**src/rtl/gbpt_pkg.sv**
```systemverilog
// Shared types and constants for the GPIO button and PWM timer unit.
package gbpt_pkg;

  localparam int unsigned PortW    = 8;
  localparam int unsigned CountW   = 16;
  localparam int unsigned CfgIdxW  = 3;
  localparam int unsigned CfgDataW = 16;
  localparam int unsigned InDataW  = 40;
  localparam int unsigned OutDataW = 72;

  // Configuration register indexes
  localparam logic [CfgIdxW-1:0] CfgDirB     = 3'd0;
  localparam logic [CfgIdxW-1:0] CfgDirC     = 3'd1;
  localparam logic [CfgIdxW-1:0] CfgDirD     = 3'd2;
  localparam logic [CfgIdxW-1:0] CfgTimerEn  = 3'd3;
  localparam logic [CfgIdxW-1:0] CfgCompare  = 3'd4;

  // Port select codes
  localparam logic [1:0] SelPortB = 2'd0;
  localparam logic [1:0] SelPortC = 2'd1;
  localparam logic [1:0] SelPortD = 2'd2;

  // Item kinds carried on tuser
  localparam logic FuncTick  = 1'b0;
  localparam logic FuncWrite = 1'b1;

  localparam logic [CountW-1:0] CountTop = 16'hFFFF;
  localparam logic [CountW-1:0] CountBot = 16'h0000;

  // Compare output sits on port B bit 1
  localparam int unsigned PwmBit = 1;

  typedef struct packed {
    logic [CountW-1:0] count;
    logic              down;
  } timer_state_t;

endpackage

```
**src/rtl/gbpt_scan.sv**
```systemverilog
// Button scan for one 8-bit port: works out new pin levels and held mask.
module gbpt_scan (
  input  logic [gbpt_pkg::PortW-1:0] keys,
  input  logic [gbpt_pkg::PortW-1:0] dir,
  input  logic [gbpt_pkg::PortW-1:0] out_val,
  input  logic [gbpt_pkg::PortW-1:0] pins,
  input  logic [gbpt_pkg::PortW-1:0] held,
  output logic [gbpt_pkg::PortW-1:0] pins_next,
  output logic [gbpt_pkg::PortW-1:0] held_next
);

  logic [gbpt_pkg::PortW-1:0] press;
  logic [gbpt_pkg::PortW-1:0] newly;
  logic [gbpt_pkg::PortW-1:0] gone;

  always_comb begin
    press     = keys & ~dir;
    newly     = press & ~held;
    gone      = held & ~press;
    // new press shows the inverted output bit, release restores it
    pins_next = (pins & ~(newly | gone)) | (newly & ~out_val) | (gone & out_val);
    held_next = press;
  end

endmodule

```
**src/rtl/gbpt_timer.sv**
```systemverilog
// Phase-correct 16-bit up/down counter step and compare drive of port B bit 1.
module gbpt_timer (
  input  logic                        step,
  input  gbpt_pkg::timer_state_t      cur,
  input  logic [gbpt_pkg::CountW-1:0] compare_value,
  input  logic                        pwm_in,
  output gbpt_pkg::timer_state_t      nxt,
  output logic                        pwm_out
);

  always_comb begin
    nxt     = cur;
    pwm_out = pwm_in;
    if (step) begin
      if (cur.down) begin
        nxt.count = cur.count - gbpt_pkg::CountW'(1);
        if (nxt.count == gbpt_pkg::CountBot) begin
          nxt.down = 1'b0;
        end
      end else begin
        nxt.count = cur.count + gbpt_pkg::CountW'(1);
        if (nxt.count == gbpt_pkg::CountTop) begin
          nxt.down = 1'b1;
        end
      end
      if (nxt.count == compare_value) begin
        pwm_out = ~nxt.down;
      end
    end
  end

endmodule

```
**src/rtl/gpio_button_and_pwm_timer_unit.sv**
```systemverilog
// Top level of the GPIO button and PWM timer unit.
//
// Input stream (s_*): one transaction is a tick (tuser 0) carrying the button
// states of ports B, C and D, or a port write (tuser 1) carrying a port select
// and an output byte. Every input transaction yields exactly one output
// transaction (m_*) with all pin levels, output bytes and the counter state
// after that item.
// The state update and the result are registered at the edge that accepts
// the item. Throughput is one item per clock while the receiver does not
// stall; the state registers and the result register form a single stage,
// so the only limit is the result register itself.
// When the receiver stalls, the result stays in the output register and one
// more item is not taken until it leaves (s_tready = !m_tvalid | m_tready).
// Configuration writes (cfg_we, cfg_index, cfg_data) take effect at once and
// should be made while no item is in flight; unknown indexes are ignored.
// Synchronous reset clears all port, pin, held, counter and configuration
// state and empties the output register.
module gpio_button_and_pwm_timer_unit (
  input  logic                          clk,
  input  logic                          rst,
  // tdata: port_select[1:0], write_value[9:2], keys_b[17:10], keys_c[25:18],
  //        keys_d[33:26], zero fill
  input  logic [gbpt_pkg::InDataW-1:0]  s_tdata,
  // tuser: func[0]
  input  logic                          s_tuser,
  input  logic                          s_tvalid,
  output logic                          s_tready,
  // tdata: pins_b[7:0], pins_c[15:8], pins_d[23:16], out_b[31:24],
  //        out_c[39:32], out_d[47:40], timer_count[63:48], counting_down[64],
  //        zero fill
  output logic [gbpt_pkg::OutDataW-1:0] m_tdata,
  output logic                          m_tvalid,
  input  logic                          m_tready,
  input  logic                          cfg_we,
  input  logic [gbpt_pkg::CfgIdxW-1:0]  cfg_index,
  input  logic [gbpt_pkg::CfgDataW-1:0] cfg_data
);

  localparam int unsigned W = gbpt_pkg::PortW;

  // configuration
  logic [W-1:0]                dir_b, dir_c, dir_d;
  logic                        timer_enable;
  logic [gbpt_pkg::CountW-1:0] compare_value;

  // state
  logic [W-1:0] out_reg_b, out_reg_c, out_reg_d;
  logic [W-1:0] pin_reg_b, pin_reg_c, pin_reg_d;
  logic [W-1:0] held_b, held_c, held_d;
  gbpt_pkg::timer_state_t tmr;

  logic [W-1:0] out_reg_b_next, out_reg_c_next, out_reg_d_next;
  logic [W-1:0] pin_reg_b_next, pin_reg_c_next, pin_reg_d_next;
  logic [W-1:0] held_b_next, held_c_next, held_d_next;
  gbpt_pkg::timer_state_t tmr_next;

  logic [W-1:0] scan_pins_b, scan_pins_c, scan_pins_d;
  logic [W-1:0] scan_held_b, scan_held_c, scan_held_d;
  logic         pwm_next;

  logic [1:0]   port_select;
  logic [W-1:0] write_value, keys_b, keys_c, keys_d;
  logic         accept;
  logic         tick;

  assign port_select = s_tdata[1:0];
  assign write_value = s_tdata[9:2];
  assign keys_b      = s_tdata[17:10];
  assign keys_c      = s_tdata[25:18];
  assign keys_d      = s_tdata[33:26];

  assign s_tready = ~m_tvalid | m_tready;
  assign accept   = s_tvalid & s_tready;
  assign tick     = (s_tuser == gbpt_pkg::FuncTick);

  always_ff @(posedge clk) begin
    if (rst) begin
      dir_b         <= '0;
      dir_c         <= '0;
      dir_d         <= '0;
      timer_enable  <= 1'b0;
      compare_value <= '0;
    end else if (cfg_we) begin
      unique case (cfg_index)
        gbpt_pkg::CfgDirB:    dir_b         <= cfg_data[W-1:0];
        gbpt_pkg::CfgDirC:    dir_c         <= cfg_data[W-1:0];
        gbpt_pkg::CfgDirD:    dir_d         <= cfg_data[W-1:0];
        gbpt_pkg::CfgTimerEn: timer_enable  <= cfg_data[0];
        gbpt_pkg::CfgCompare: compare_value <= cfg_data[gbpt_pkg::CountW-1:0];
        default: ;
      endcase
    end
  end

  gbpt_scan u_scan_b (
    .keys(keys_b), .dir(dir_b), .out_val(out_reg_b), .pins(pin_reg_b),
    .held(held_b), .pins_next(scan_pins_b), .held_next(scan_held_b)
  );

  gbpt_scan u_scan_c (
    .keys(keys_c), .dir(dir_c), .out_val(out_reg_c), .pins(pin_reg_c),
    .held(held_c), .pins_next(scan_pins_c), .held_next(scan_held_c)
  );

  gbpt_scan u_scan_d (
    .keys(keys_d), .dir(dir_d), .out_val(out_reg_d), .pins(pin_reg_d),
    .held(held_d), .pins_next(scan_pins_d), .held_next(scan_held_d)
  );

  gbpt_timer u_timer (
    .step(tick & timer_enable),
    .cur(tmr),
    .compare_value(compare_value),
    .pwm_in(out_reg_b[gbpt_pkg::PwmBit]),
    .nxt(tmr_next),
    .pwm_out(pwm_next)
  );

  always_comb begin
    out_reg_b_next = out_reg_b;
    out_reg_c_next = out_reg_c;
    out_reg_d_next = out_reg_d;
    pin_reg_b_next = pin_reg_b;
    pin_reg_c_next = pin_reg_c;
    pin_reg_d_next = pin_reg_d;
    held_b_next    = held_b;
    held_c_next    = held_c;
    held_d_next    = held_d;
    if (tick) begin
      pin_reg_b_next = scan_pins_b;
      pin_reg_c_next = scan_pins_c;
      pin_reg_d_next = scan_pins_d;
      held_b_next    = scan_held_b;
      held_c_next    = scan_held_c;
      held_d_next    = scan_held_d;
      // timer only touches the output byte, after the pins were scanned
      out_reg_b_next[gbpt_pkg::PwmBit] = pwm_next;
    end else begin
      unique case (port_select)
        gbpt_pkg::SelPortB: begin
          out_reg_b_next = write_value;
          pin_reg_b_next = write_value & ~dir_b;
        end
        gbpt_pkg::SelPortC: begin
          out_reg_c_next = write_value;
          pin_reg_c_next = write_value & ~dir_c;
        end
        gbpt_pkg::SelPortD: begin
          out_reg_d_next = write_value;
          pin_reg_d_next = write_value & ~dir_d;
        end
        default: ;
      endcase
    end
  end

  always_ff @(posedge clk) begin
    if (rst) begin
      out_reg_b <= '0;
      out_reg_c <= '0;
      out_reg_d <= '0;
      pin_reg_b <= '0;
      pin_reg_c <= '0;
      pin_reg_d <= '0;
      held_b    <= '0;
      held_c    <= '0;
      held_d    <= '0;
      tmr       <= '0;
    end else if (accept) begin
      out_reg_b <= out_reg_b_next;
      out_reg_c <= out_reg_c_next;
      out_reg_d <= out_reg_d_next;
      pin_reg_b <= pin_reg_b_next;
      pin_reg_c <= pin_reg_c_next;
      pin_reg_d <= pin_reg_d_next;
      held_b    <= held_b_next;
      held_c    <= held_c_next;
      held_d    <= held_d_next;
      tmr       <= (tick) ? tmr_next : tmr;
    end
  end

  // result register
  always_ff @(posedge clk) begin
    if (rst) begin
      m_tvalid <= 1'b0;
    end else if (s_tready) begin
      m_tvalid <= s_tvalid;
    end
  end

  always_ff @(posedge clk) begin
    if (accept) begin
      m_tdata <= {7'd0, (tick ? tmr_next.down : tmr.down),
                  (tick ? tmr_next.count : tmr.count),
                  out_reg_d_next, out_reg_c_next, out_reg_b_next,
                  pin_reg_d_next, pin_reg_c_next, pin_reg_b_next};
    end
  end

endmodule

```
**config.mk**
```make
export PLATFORM = sky130hd
export DESIGN_NAME = gpio_button_and_pwm_timer_unit
export DESIGN_NICKNAME = d
export VERILOG_FILES = /design/src/rtl/gbpt_pkg.sv /design/src/rtl/gbpt_scan.sv /design/src/rtl/gbpt_timer.sv /design/src/rtl/gpio_button_and_pwm_timer_unit.sv
export SDC_FILE = /design/constraint.sdc
export NUM_CORES = 1
export LEC_CHECK = 0
export BUFFER_PORTS_ARGS = -buffer_cell sky130_fd_sc_hd__buf_2
export CAP_MARGIN = 40
export CORE_MARGIN = 3
export CORE_UTILIZATION = 44
export DETAILED_ROUTE_END_ITERATION = 16
export HOLD_SLACK_MARGIN = 0.03
export PLACE_DENSITY_LB_ADDON = 0.05
export SETUP_SLACK_MARGIN = 0.05
export SLEW_MARGIN = 20
export SYNTH_ARGS = -nofsm -noshare
export SYNTH_HDL_FRONTEND = slang
export SYNTH_SLANG_ARGS = --single-unit
```
**constraint.sdc**
```tcl
create_clock -name clk -period 9.6 [get_ports clk]
set_input_delay 0.48 -clock clk [delete_from_list [all_inputs] [get_ports clk]]
set_output_delay 0.48 -clock clk [all_outputs]
set_load 0.1 [all_outputs]
```
==> qor.yml, run 1 <==
seq_area_frac_synth_pct: 43.7
cts.clk_slew.worst_paths_ps: 80
synth_top_area_share_pct: 25.1
cp-end-kind: "register"
synth_area_leader_cell: "dfxtp_1"
syn_to_final_growth_pct: 14.1
via_per_inst: 5.27
synth-seq-cells: 196
path_common_cell: "nor2_1"
htree_num_levels: 4
synth.distinct_cells: 63
vias: 8851
cts-root-buf: "clkbuf_16"
rsz0062_at_grt: "no"
dieWidth_um: 160
tns_ps: 0
fin_nets: 1469
max_freq_mhz: 274
port_buffers: 125
wl_per_cell_um: 17.3
grt_pass1_vias: 8229
synth-edff-count: 65
period_needed_ps: 3650
ios: 139
syn_area_sq_um: 10500
cts_tree: "done"
power_density_nw_per_um2: 173
arrival_ps: 3930
crit_family: "compound AO/OA/AOI/OAI gates"
antenna_found_initial: 2
gp_congestion: 0.891
initial_utilization_pct: 45.5
slew_headroom_pct: 48.2
cp_max_fo: 16
antenna_left: 0
synth.avg_cell_area_sq_um: 8.26
grt_first_pass_wirelength_um: 45600
status: "finished clean"
slowest_delay_ps: 750
final.period_utilization_pct: 38.0
wl_um: 29000
maxSlewViolCount: 0
diodes: 0
finClkSkew_ps: 9.47
rows: 55
insertion_delay_ps: 430
p_total_mw: 2.06
synth_cells: 1266
cts_buffers: 17
dpl.hpwl_um: 19900
yosys_warnings: 0
async_reset_ff_share_pct: 0
hold_path_class: "input port to register"
required_ps: 9880
slowest_stage: "dfxtp_1"
worst-path-buf-inv: 0
tightestPinTransition_ps: 776
final_layout_size_suffix_gt1_share_pct: 15.2
leakagePower_nw: 4.87
synth_ff_type: "dfxtp_1"
post-cts-setup-buffers: 0
overflow: 0
cp_cell_sequence: "ha_1 > and4_1 > nand3_1 > o31ai_1 > xnor2_1 > nor2_1 > o2111ai_1 > mux2_1 > nor2_1"
ctsResizeCount: 0
vdd_ir_drop_max_uv: 109
critPathKind: "register to register"
first_pass_iters: 5
hold_buffers: 0
cts_buffer_depth: 2
grt_max_degree: 73
synthTopCellsByArea: "dfxtp_1 25%, edfxtp_1 19%, nand2_1 12%, ha_1 6.2%, a21oi_1 5.5%"
drv_cap: 0
nFillCells: 2301
grt_use_total_pct: 22.4
hold_viol_final: 0
die_area_sq_um: 25700
drt_iter0_drc: 746
drc: 0
critPathLaunchType: "register"
core_area_sq_um: 23000
fp.dieH_um: 160
clock_sinks: 196
finalSetupViolCount: 0
[cell usage after synthesis, drive strengths merged (3+ instances only)]
library cell,instances
nand2b,7
a21o,4
or4,5
xnor2,35
dfxtp,131
nor4,9
clkbuf,58
ha,52
nand3,11
a31oi,9
o21ai,37
xor2,23
inv,85
buf,22
mux2,10
a32o,17
nor2,102
nand4,9
a211o,3
and3,5
or2,6
nand2,322
nor2b,5
a31o,8
mux2i,26
nor3b,3
or3,6
a21oi,114
nor3,41
edfxtp,65
[flip-flops by register name, summed over array words and instances (netlist names)]
register / count
out_reg_b: 8
compare_value: 16
dir_d: 8
pin_reg_b: 8
tmr: 17
dir_c: 8
m_tdata: 65
held_d: 8
timer_enable: 1
out_reg_d: 8
m_tvalid: 1
held_b: 8
out_reg_c: 8
held_c: 8
dir_b: 8
pin_reg_d: 8
pin_reg_c: 8
[cells by family (layout without fill, tap and decap cells)]
| kind of cell | after synthesis | in the layout | share of synthesized area [%] |
|---|---|---|---|
| other | 1 | 7 | 0.0358 |
| adder cells (fa/ha/maj) | 52 | 52 | 6.22 |
| AO/OA/AOI/OAI | 213 | 213 | 12.5 |
| multiplexers | 36 | 36 | 3.56 |
| buffers and inverters | 166 | 259 | 6.41 |
| flip-flops | 196 | 196 | 43.7 |
| AND/OR/NAND/NOR | 544 | 544 | 22.7 |
| XOR/XNOR | 58 | 58 | 4.86 |
[worst paths after layout]
kind	startpoint	endpoint	slack, ps	cells after the start
worst max-delay path	tmr[1]$_SDFFE_PP0P_	m_tdata[25]$_DFFE_PP_	5950	9
worst min-delay path	cfg_data[11]	compare_value[11]$_SDFFE_PP0P_	280	3
worst max register to register	tmr[1]$_SDFFE_PP0P_	m_tdata[25]$_DFFE_PP_	5950	9
worst min register to register	dir_d[2]$_SDFFE_PP0P_	dir_d[2]$_SDFFE_PP0P_	460	2
[through the flow]
stage                     instance area, sq um  utilization, %  std cells  hold slack (ps)  setup slack (ps)
after CTS                                11900            51.8       1677              268              5950
after global placement                   11300            49.0       1643              444              6090
after global routing                     11900            51.9       1678              276              5690
final                                    11900            51.9       1678              279              5950
after floorplan                          10500               -       1272              436              4900
after detailed placement                 11300            49.1       1645              449              6010
[layer usage]
layer	part of all wire, %	wire length (um)	track usage (%)	vias up
li1	-	-	-	4415
met1	48	13800	31.5	4097
met2	45	13000	35.3	297
met3	5.7	1650	4.62	38
met4	1.8	531	5.96	4
met5	0.11	32	0	-
[report_power, final]
group	leakage (nW)	switching, mW	internal [mW]	total (mW)
registers	1.72	0.0235	0.905	0.928
clock network	0.303	0.339	0.419	0.759
logic	2.85	0.293	0.0819	0.375
total	4.87	0.656	1.41	2.06
[cells in the final DEF, fill, tap and decap left out, types with 26 or more instances in the layout]
cell type,count
a21oi_1,114
nor3_1,41
ha_1,52
buf_2,124
xnor2_1,35
edfxtp_1,65
inv_1,85
mux2i_1,26
nor2_1,101
nand2_1,321
o21ai_0,35
dfxtp_1,131
[area by class of cell]
type                    instances  area (sq um)  share of cell area [%]
repair buffers                141           781                    6.54
clock inverters                15           195                    1.64
multi-input cells             910          5240                    43.9
inverters                      86           325                    2.73
flip-flops and latches        196          4570                    38.3
clock buffers                  17           425                    3.56
well taps                     313           392                    3.28
[tightest hold or removal path, stage by stage]
cell and delay, ps:
buf_2 100, nand2_1 50, a21oi_1 50
No activity file was read; power rests on OpenSTA's default activity.
==> inputs of run 2 (changes only) <==
--- a/config.mk
+++ b/config.mk
@@ -5,6 +5,7 @@
 export SDC_FILE = /design/constraint.sdc
 export NUM_CORES = 1
 export LEC_CHECK = 0
+export ABC_AREA = 1
 export BUFFER_PORTS_ARGS = -buffer_cell sky130_fd_sc_hd__buf_2
 export CAP_MARGIN = 40
 export CORE_MARGIN = 3
==> constraint.sdc (replaced) <==
create_clock -name clk -period 3.8 [get_ports clk]
set_input_delay 0.19 -clock clk [delete_from_list [all_inputs] [get_ports clk]]
set_output_delay 0.19 -clock clk [all_outputs]
set_load 0.1 [all_outputs]
==> run 2 against run 1 <==
Compared with the run above:
- clock power is 130% higher
- critical path depth is 7 higher
- die area is 1.3% higher
- total power grew to 2.7 times the previous value
- non-clock buffer count is 9 higher
- combinational power grew to 3.6 times the previous value
- synthesized area is 1.3% higher
- sequential share of layout area is 0.50 points lower
- critical endpoint unchanged
- highest routed layer is now met4
==> qor.yml, run 2 <==
cts_tree: "done"
clock_sinks: 196  # unchanged
finalSetupViolCount: 0  # unchanged
gp_congestion: 0.903  # +1.3%
final_common_cell: "inv_1"
cts_buffers: 17  # unchanged
status: "finished clean"
power_density_nw_per_um2: 457  # +160%
grt_first_pass_wirelength_um: 46800  # +2.4%
diodes: 0  # unchanged
port_buffers: 125  # unchanged
final_cell_mix: "228 x inv_1, 216 x nand2_1, 195 x o21ai_0"
seq_area_frac_synth_pct: 43.2  # -0.56 points
tns_ps: 0  # unchanged
regToRegStartpoint: "tmr[1]$_SDFFE_PP0P_"
fp.dieH_um: 161  # +0.62%
dpl.hpwl_um: 20500  # +2.7%
hold_path_class: "input port to register"
cts.clk_slew.worst_paths_ps: 70  # about the same
overflow: 0  # unchanged
first_pass_iters: 5  # unchanged
pre_cts_slack_ps: 1190  # -4820 ps
drc: 0  # unchanged
yosys_warnings: 0  # unchanged
tightestPinTransition_ps: 854  # +77.9 ps
rows: 56  # +1.8%
max_freq_mhz: 388  # +42%
worstRegToRegCells: 16  # +7
final.period_utilization_pct: 67.8  # +30 points
critPathLaunchType: "register"
ios: 139  # unchanged
timing.rr.end: "m_tdata[25]$_DFFE_PP_"
cp_max_fo: 7  # -9
largest_registers: "m_tdata (65), tmr (17), compare_value (16)"
htree_num_levels: 4  # unchanged
vdd_ir_drop_max_uv: 254  # +130%
grt_pass1_vias: 8704  # +5.8%
leakagePower_nw: 5.54  # +14%
vias: 9452  # +6.8%
hold_viol_final: 0  # unchanged
drt_iter0_drc: 595  # -20%
r2r_slack_ps: 1220  # -4730 ps
period_needed_ps: 2580  # -1070 ps
ys_top_cells_by_count: "229 x inv_1, 217 x nand2_1, 195 x o21ai_0"
dieWidth_um: 161  # +0.62%
cts_buffer_depth: 2  # unchanged
synth_area_leader_cell: "dfxtp_1"
die_area_sq_um: 26000  # +1.3%
wl_um: 29600  # +2.2%
via_per_inst: 5.15  # -2.3%
synth_top_area_share_pct: 24.7  # -0.32 points
maxSlewViolCount: 0  # unchanged
multiInputGateArea_sq_um: 4820  # -8.1%
synth_most_common_cell: "inv_1"
synth_ff_type: "dfxtp_1"
finClkSkew_ps: 9.80  # +0.331 ps
synthTopCellsByArea: "dfxtp_1 25%, edfxtp_1 18%, o21ai_0 9.2%, inv_1 8.1%, nand2_1 7.7%"
top_register: "m_tdata"
core_area_sq_um: 23500  # +2.4%
post-cts-setup-buffers: 0  # unchanged
initial_utilization_pct: 45.0  # -0.50 points
grt_max_degree: 80  # +9.6%
final_layout_size_suffix_gt1_share_pct: 13.8  # -1.4 points
hold_path_startpoint: "cfg_data[9]"
antenna_left: 0  # unchanged
synth-seq-cells: 196  # unchanged
cp-end-kind: "register"
required_ps: 3990  # -5890 ps
synth-edff-count: 65  # unchanged
antenna_found_initial: 0  # -2
critPathKind: "register to register"
fin_ws_ps: 1220  # -4730 ps
synth_cells: 1401  # +11%
insertion_delay_ps: 430  # about the same
syn_area_sq_um: 10600  # +1.3%
syn_to_final_growth_pct: 14.1  # about the same
final-seq-area_sq_um: 4570  # unchanged
drv_cap: 0  # unchanged
hold-path-endpoint: "compare_value[9]$_SDFFE_PP0P_"
synth.avg_cell_area_sq_um: 7.56  # -8.5%
synth.distinct_cells: 39  # -38%
nFillCells: 2398  # +4.2%
fin_nets: 1619  # +10%
whs_path_depth: 3  # unchanged
wl_per_cell_um: 16.2  # -6.4%
grt_use_total_pct: 22.7  # +0.34 points
slew_headroom_pct: 43.1  # -5.1 points
rsz0062_at_grt: "no"
async_reset_ff_share_pct: 0  # unchanged
cts-root-buf: "clkbuf_16"
largest_reg_flops: 65  # unchanged
arrival_ps: 2770  # -1160 ps
==> run 2: stage by stage <==
stage	util, %	cell area [sq um]	cells	power [mW]	hold WS [ps]
6_report	51.4	12100	1834	5.52	52.8
5_1_grt	51.4	12100	1834	5.78	54.9
3_5_place_dp	48.7	11500	1795	3.81	440
4_1_cts	51.3	12100	1832	5.55	30.1
2_1_floorplan	-	10600	1407	3.52	357
3_3_place_gp	48.6	11400	1793	3.80	436
==> run 2: what timing repair did <==
action                    in CTS  in global routing
hold endpoints to repair       5                  0
hold buffers                   5                  0
resized for setup              0                  0
==> run 2: cells by family after synthesis <==
family,synth area share [%]
AND/OR/NAND/NOR,18.6
other,0.0354
AO/OA/AOI/OAI,20.0
flip-flops,43.2
buffers and inverters,11.8
adder cells (fa/ha/maj),6.14
XOR/XNOR,0.331
==> run 2: layout make-up <==
cell class                      instances  area share [%]
Clock buffer                           21            3.82
Multi-Input combinational cell        904            39.9
Timing Repair Buffer                  150            7.16
Tap cell                              319            3.30
Sequential cell                       196            37.8
Inverter                              233            7.28
Clock inverter                         11           0.755
==> run 2: metal layers <==
metal / GRT usage [%] / routed length [um]
met5: 0 / 0
met2: 37.8 / 13900
met1: 31.0 / 13700
met3: 3.98 / 1780
met4: 5.79 / 356
==> run 2: worst max-delay path, stage by stage (launching register included) <==
cell and delay (ps):
dfxtp_1 550, ha_1 270, nand2_1 140, nor2_1 250, nand2_1 80, nand2_1 60, nand2_1 80, nand2_1 70
nand2_1 140, nand2_1 90, nand2_1 50, nor2_1 80, nand2_1 100, nor2_2 150, nand3_1 90, nand3_2 100
nand2_1 50
==> run 2: where the power goes <==
part           internal (mW)  switching [mW]  leakage (nW)
Combinational          0.308            1.04          3.55
Sequential              2.33          0.0906          1.73
Clock                  0.896           0.851         0.268
Total                   3.54            1.98          5.54
==> run 2: worst max-delay path by stage <==
stage / from / end
floorplan: m_tvalid$_SDFFE_PP0N_ / m_tdata[0]$_DFFE_PP_
global placement: s_tuser / pin_reg_c[5]$_SDFFE_PP0P_
detailed placement: s_tuser / pin_reg_c[5]$_SDFFE_PP0P_
CTS: tmr[1]$_SDFFE_PP0P_ / m_tdata[25]$_DFFE_PP_
global route: tmr[1]$_SDFFE_PP0P_ / out_reg_b[1]$_SDFFE_PP0P_
finish: tmr[1]$_SDFFE_PP0P_ / m_tdata[25]$_DFFE_PP_
==> inputs of run 3 (changes only) <==
--- a/config.mk
+++ b/config.mk
@@ -5,7 +5,7 @@
 export SDC_FILE = /design/constraint.sdc
 export NUM_CORES = 1
 export LEC_CHECK = 0
-export ABC_AREA = 1
+export ABC_AREA = 0
 export BUFFER_PORTS_ARGS = -buffer_cell sky130_fd_sc_hd__buf_2
 export CAP_MARGIN = 40
 export CORE_MARGIN = 3
==> constraint.sdc (replaced) <==
create_clock -name clk -period 2.6 [get_ports clk]
set_input_delay 0.13 -clock clk [delete_from_list [all_inputs] [get_ports clk]]
set_output_delay 0.13 -clock clk [all_outputs]
set_load 0.1 [all_outputs]
==> run 3 against run 2 <==
Compared with the run above:
- the run now ends with negative setup slack left
- total power is 36% higher
- clock power increased by 53%
- final cell count is 1.9% lower
- via count hardly changed
- clock skew rose by 4.2 ps
- die area fell by 1.2%
- utilization rose by 5.3 points
- non-clock buffer count is 113 higher
- wire length up 10%
- hold slack gained 5.1 ps
- fmax shrank 5.1%
- worst setup slack lost 1300 ps
==> qor.yml, run 3 (same netlist as run 1, synthesis figures left out) <==
required_ps: 2900  # -1090 ps
cp-end-kind: "register"
pre_cts_slack_ps: -183  # -1380 ps
drt_iter0_drc: 739  # +24%
ios: 139  # unchanged
place_inst: 1733  # -3.5%
dpl.hpwl_um: 22800  # +11%
vdd_ir_drop_max_uv: 354  # +40%
rows: 55  # -1.8%
finalSetupViolCount: 4  # +4
cts-root-buf: "clkbuf_16"
htree_num_levels: 4  # unchanged
slowest_stage: "dfxtp_4"
slew_headroom_pct: 56.4  # +13 points
final_common_cell: "nand2_1"
clock_sinks: 196  # unchanged
top_register: "m_tdata"
final_cell_mix: "320 x nand2_1, 124 x dfxtp_1, 124 x buf_2"
violations: "negative setup slack"
core_area_sq_um: 23000  # -2.4%
period_needed_ps: 2720  # +139 ps
critPathLaunchType: "register"
dieWidth_um: 160  # -0.62%
largest_registers: "m_tdata (65), tmr (17), compare_value (16)"
first_pass_iters: 8  # +3
hold_path_class: "input port to register"
largest_reg_flops: 65  # unchanged
worst-path-buf-inv: 3  # +3
status: "complete, but fails checks"
via_per_inst: 5.25  # +1.9%
port_buffers: 125  # unchanged
finClkSkew_ps: 14.0  # +4.18 ps
cts.clk_slew.worst_paths_ps: 80  # about the same
rsz0062_at_grt: "yes"
critPathKind: "register to register"
path_common_cell: "buf_4"
antenna_left: 0  # unchanged
wl_um: 32600  # +10%
tightestPinTransition_ps: 652  # -202 ps
final.period_utilization_pct: 105  # +37 points
leakagePower_nw: 5.47  # -1.3%
drc: 0  # unchanged
cts_buffers: 17  # unchanged
wl_per_cell_um: 18.1  # +12%
cp_max_fo: 7  # unchanged
tns_ps: -234  # -234 ps
die_area_sq_um: 25700  # -1.2%
diodes: 0  # unchanged
cts_tree: "done"
final_layout_size_suffix_gt1_share_pct: 22.7  # +8.9 points
grt_pass1_vias: 9032  # +3.8%
crit_family: "simple AND/OR/NAND/NOR gates"
cts_buffer_depth: 2  # unchanged
fin_nets: 1591  # -1.7%
grt_max_degree: 114  # +43%
nFillCells: 2210  # -7.8%
fp.dieH_um: 160  # -0.62%
max_freq_mhz: 368  # -5.1%
drv_cap: 0  # unchanged
slowest_delay_ps: 370  # -180 ps
antenna_found_initial: 0  # unchanged
vias: 9457  # +0.053%
cp_cell_sequence: "buf_4 > buf_4 > and4bb_1 > buf_6 > nand2_2 > o32a_1 > xnor2_1 > nor4_2 > o2111ai_4 > mux2_4 > nor2_2"
fin_ws_ps: -117  # -1340 ps
layout.cells.non_filler: 1800  # -1.9%
gp_congestion: 0.918  # +1.6%
final_cell_area_sq_um: 13000  # +7.8%
hold_viol_final: 0  # unchanged
initial_utilization_pct: 45.5  # +0.50 points
power_density_nw_per_um2: 578  # +27%
insertion_delay_ps: 440  # about the same
arrival_ps: 3020  # +250 ps
overflow: 0  # unchanged
grt_use_total_pct: 24.8  # +2.0 points
syn_to_final_growth_pct: 24.6
placed_cell_area_sq_um: 12000  # +4.6%
grt_first_pass_wirelength_um: 50300  # +7.6%
maxSlewViolCount: 0  # unchanged
[run 3: changes by cell type in the layout (fill, tap and decap cells not counted), moves of 28 or more]
cell,previous run,this run
o21ai_0,195,35
inv_1,228,83
nand2_1,216,320
buf_4,17,115
nand3_1,98,10
nor3_1,3,39
xnor2_1,2,35
a21oi_1,142,114
[run 3: report_power, final]
group / switching, mW / internal, mW
combinational: 1.10 / 0.326
sequential: 0.0935 / 3.34
clock: 1.31 / 1.37
[run 3: worst paths after layout]
kind,startpoint,end,slack [ps],cells after the start
min reg2reg,dir_d[2]$_SDFFE_PP0P_,dir_d[2]$_SDFFE_PP0P_,460,2
max reg2reg,tmr[4]$_SDFFE_PP0P_,m_tdata[25]$_DFFE_PP_,-120,11
min,s_tdata[21],held_c[3]$_SDFFE_PP0P_,60,5
max,tmr[4]$_SDFFE_PP0P_,m_tdata[25]$_DFFE_PP_,-120,11
[run 3: per-layer routing]
metal	track usage (%)	share of wire (%)	up-vias
met3	3.14	5.2	31
met4	6.23	1.6	0
met1	34.9	48	4486
li1	-	-	4641
met2	40.6	45	299
met5	0	0	-
[run 3: worst reg2reg max path, delay by kind of cell (launching register included)]
family,cells,cell delay [ps]
compound gates,2,540
simple gates,4,790
buf+inv,3,410
mux,1,340
flops,1,370
xor+xnor,1,150
[run 3: timing repair]
item / CTS / global route
hold endpoints to repair: 39 / 0
hold buffers: 18 / 0
pin swaps: 9 / 12
buffers inserted: 8 / 9
resized for setup: 24 / 12
setup endpoints to repair: 4 / 4
[run 3: per-stage QoR]
step	utilization [%]	total power, mW	hold slack (ps)
2_1_floorplan	-	4.57	252
3_3_place_gp	52.2	4.88	373
3_5_place_dp	52.2	4.89	376
4_1_cts	56.1	7.57	46.2
5_1_grt	56.7	7.78	89.5
6_report	56.7	7.53	58.0
[run 3: area by class of cell]
cell class	count	area [sq um]	share of cell area, %
timing repair buffer	263	1750	13.4
clock buffer	17	425	3.26
sequential	196	4590	35.2
clock inverter	15	165	1.27
inverter	86	330	2.54
multi-input combinational	910	5380	41.3
tap	313	392	3.01
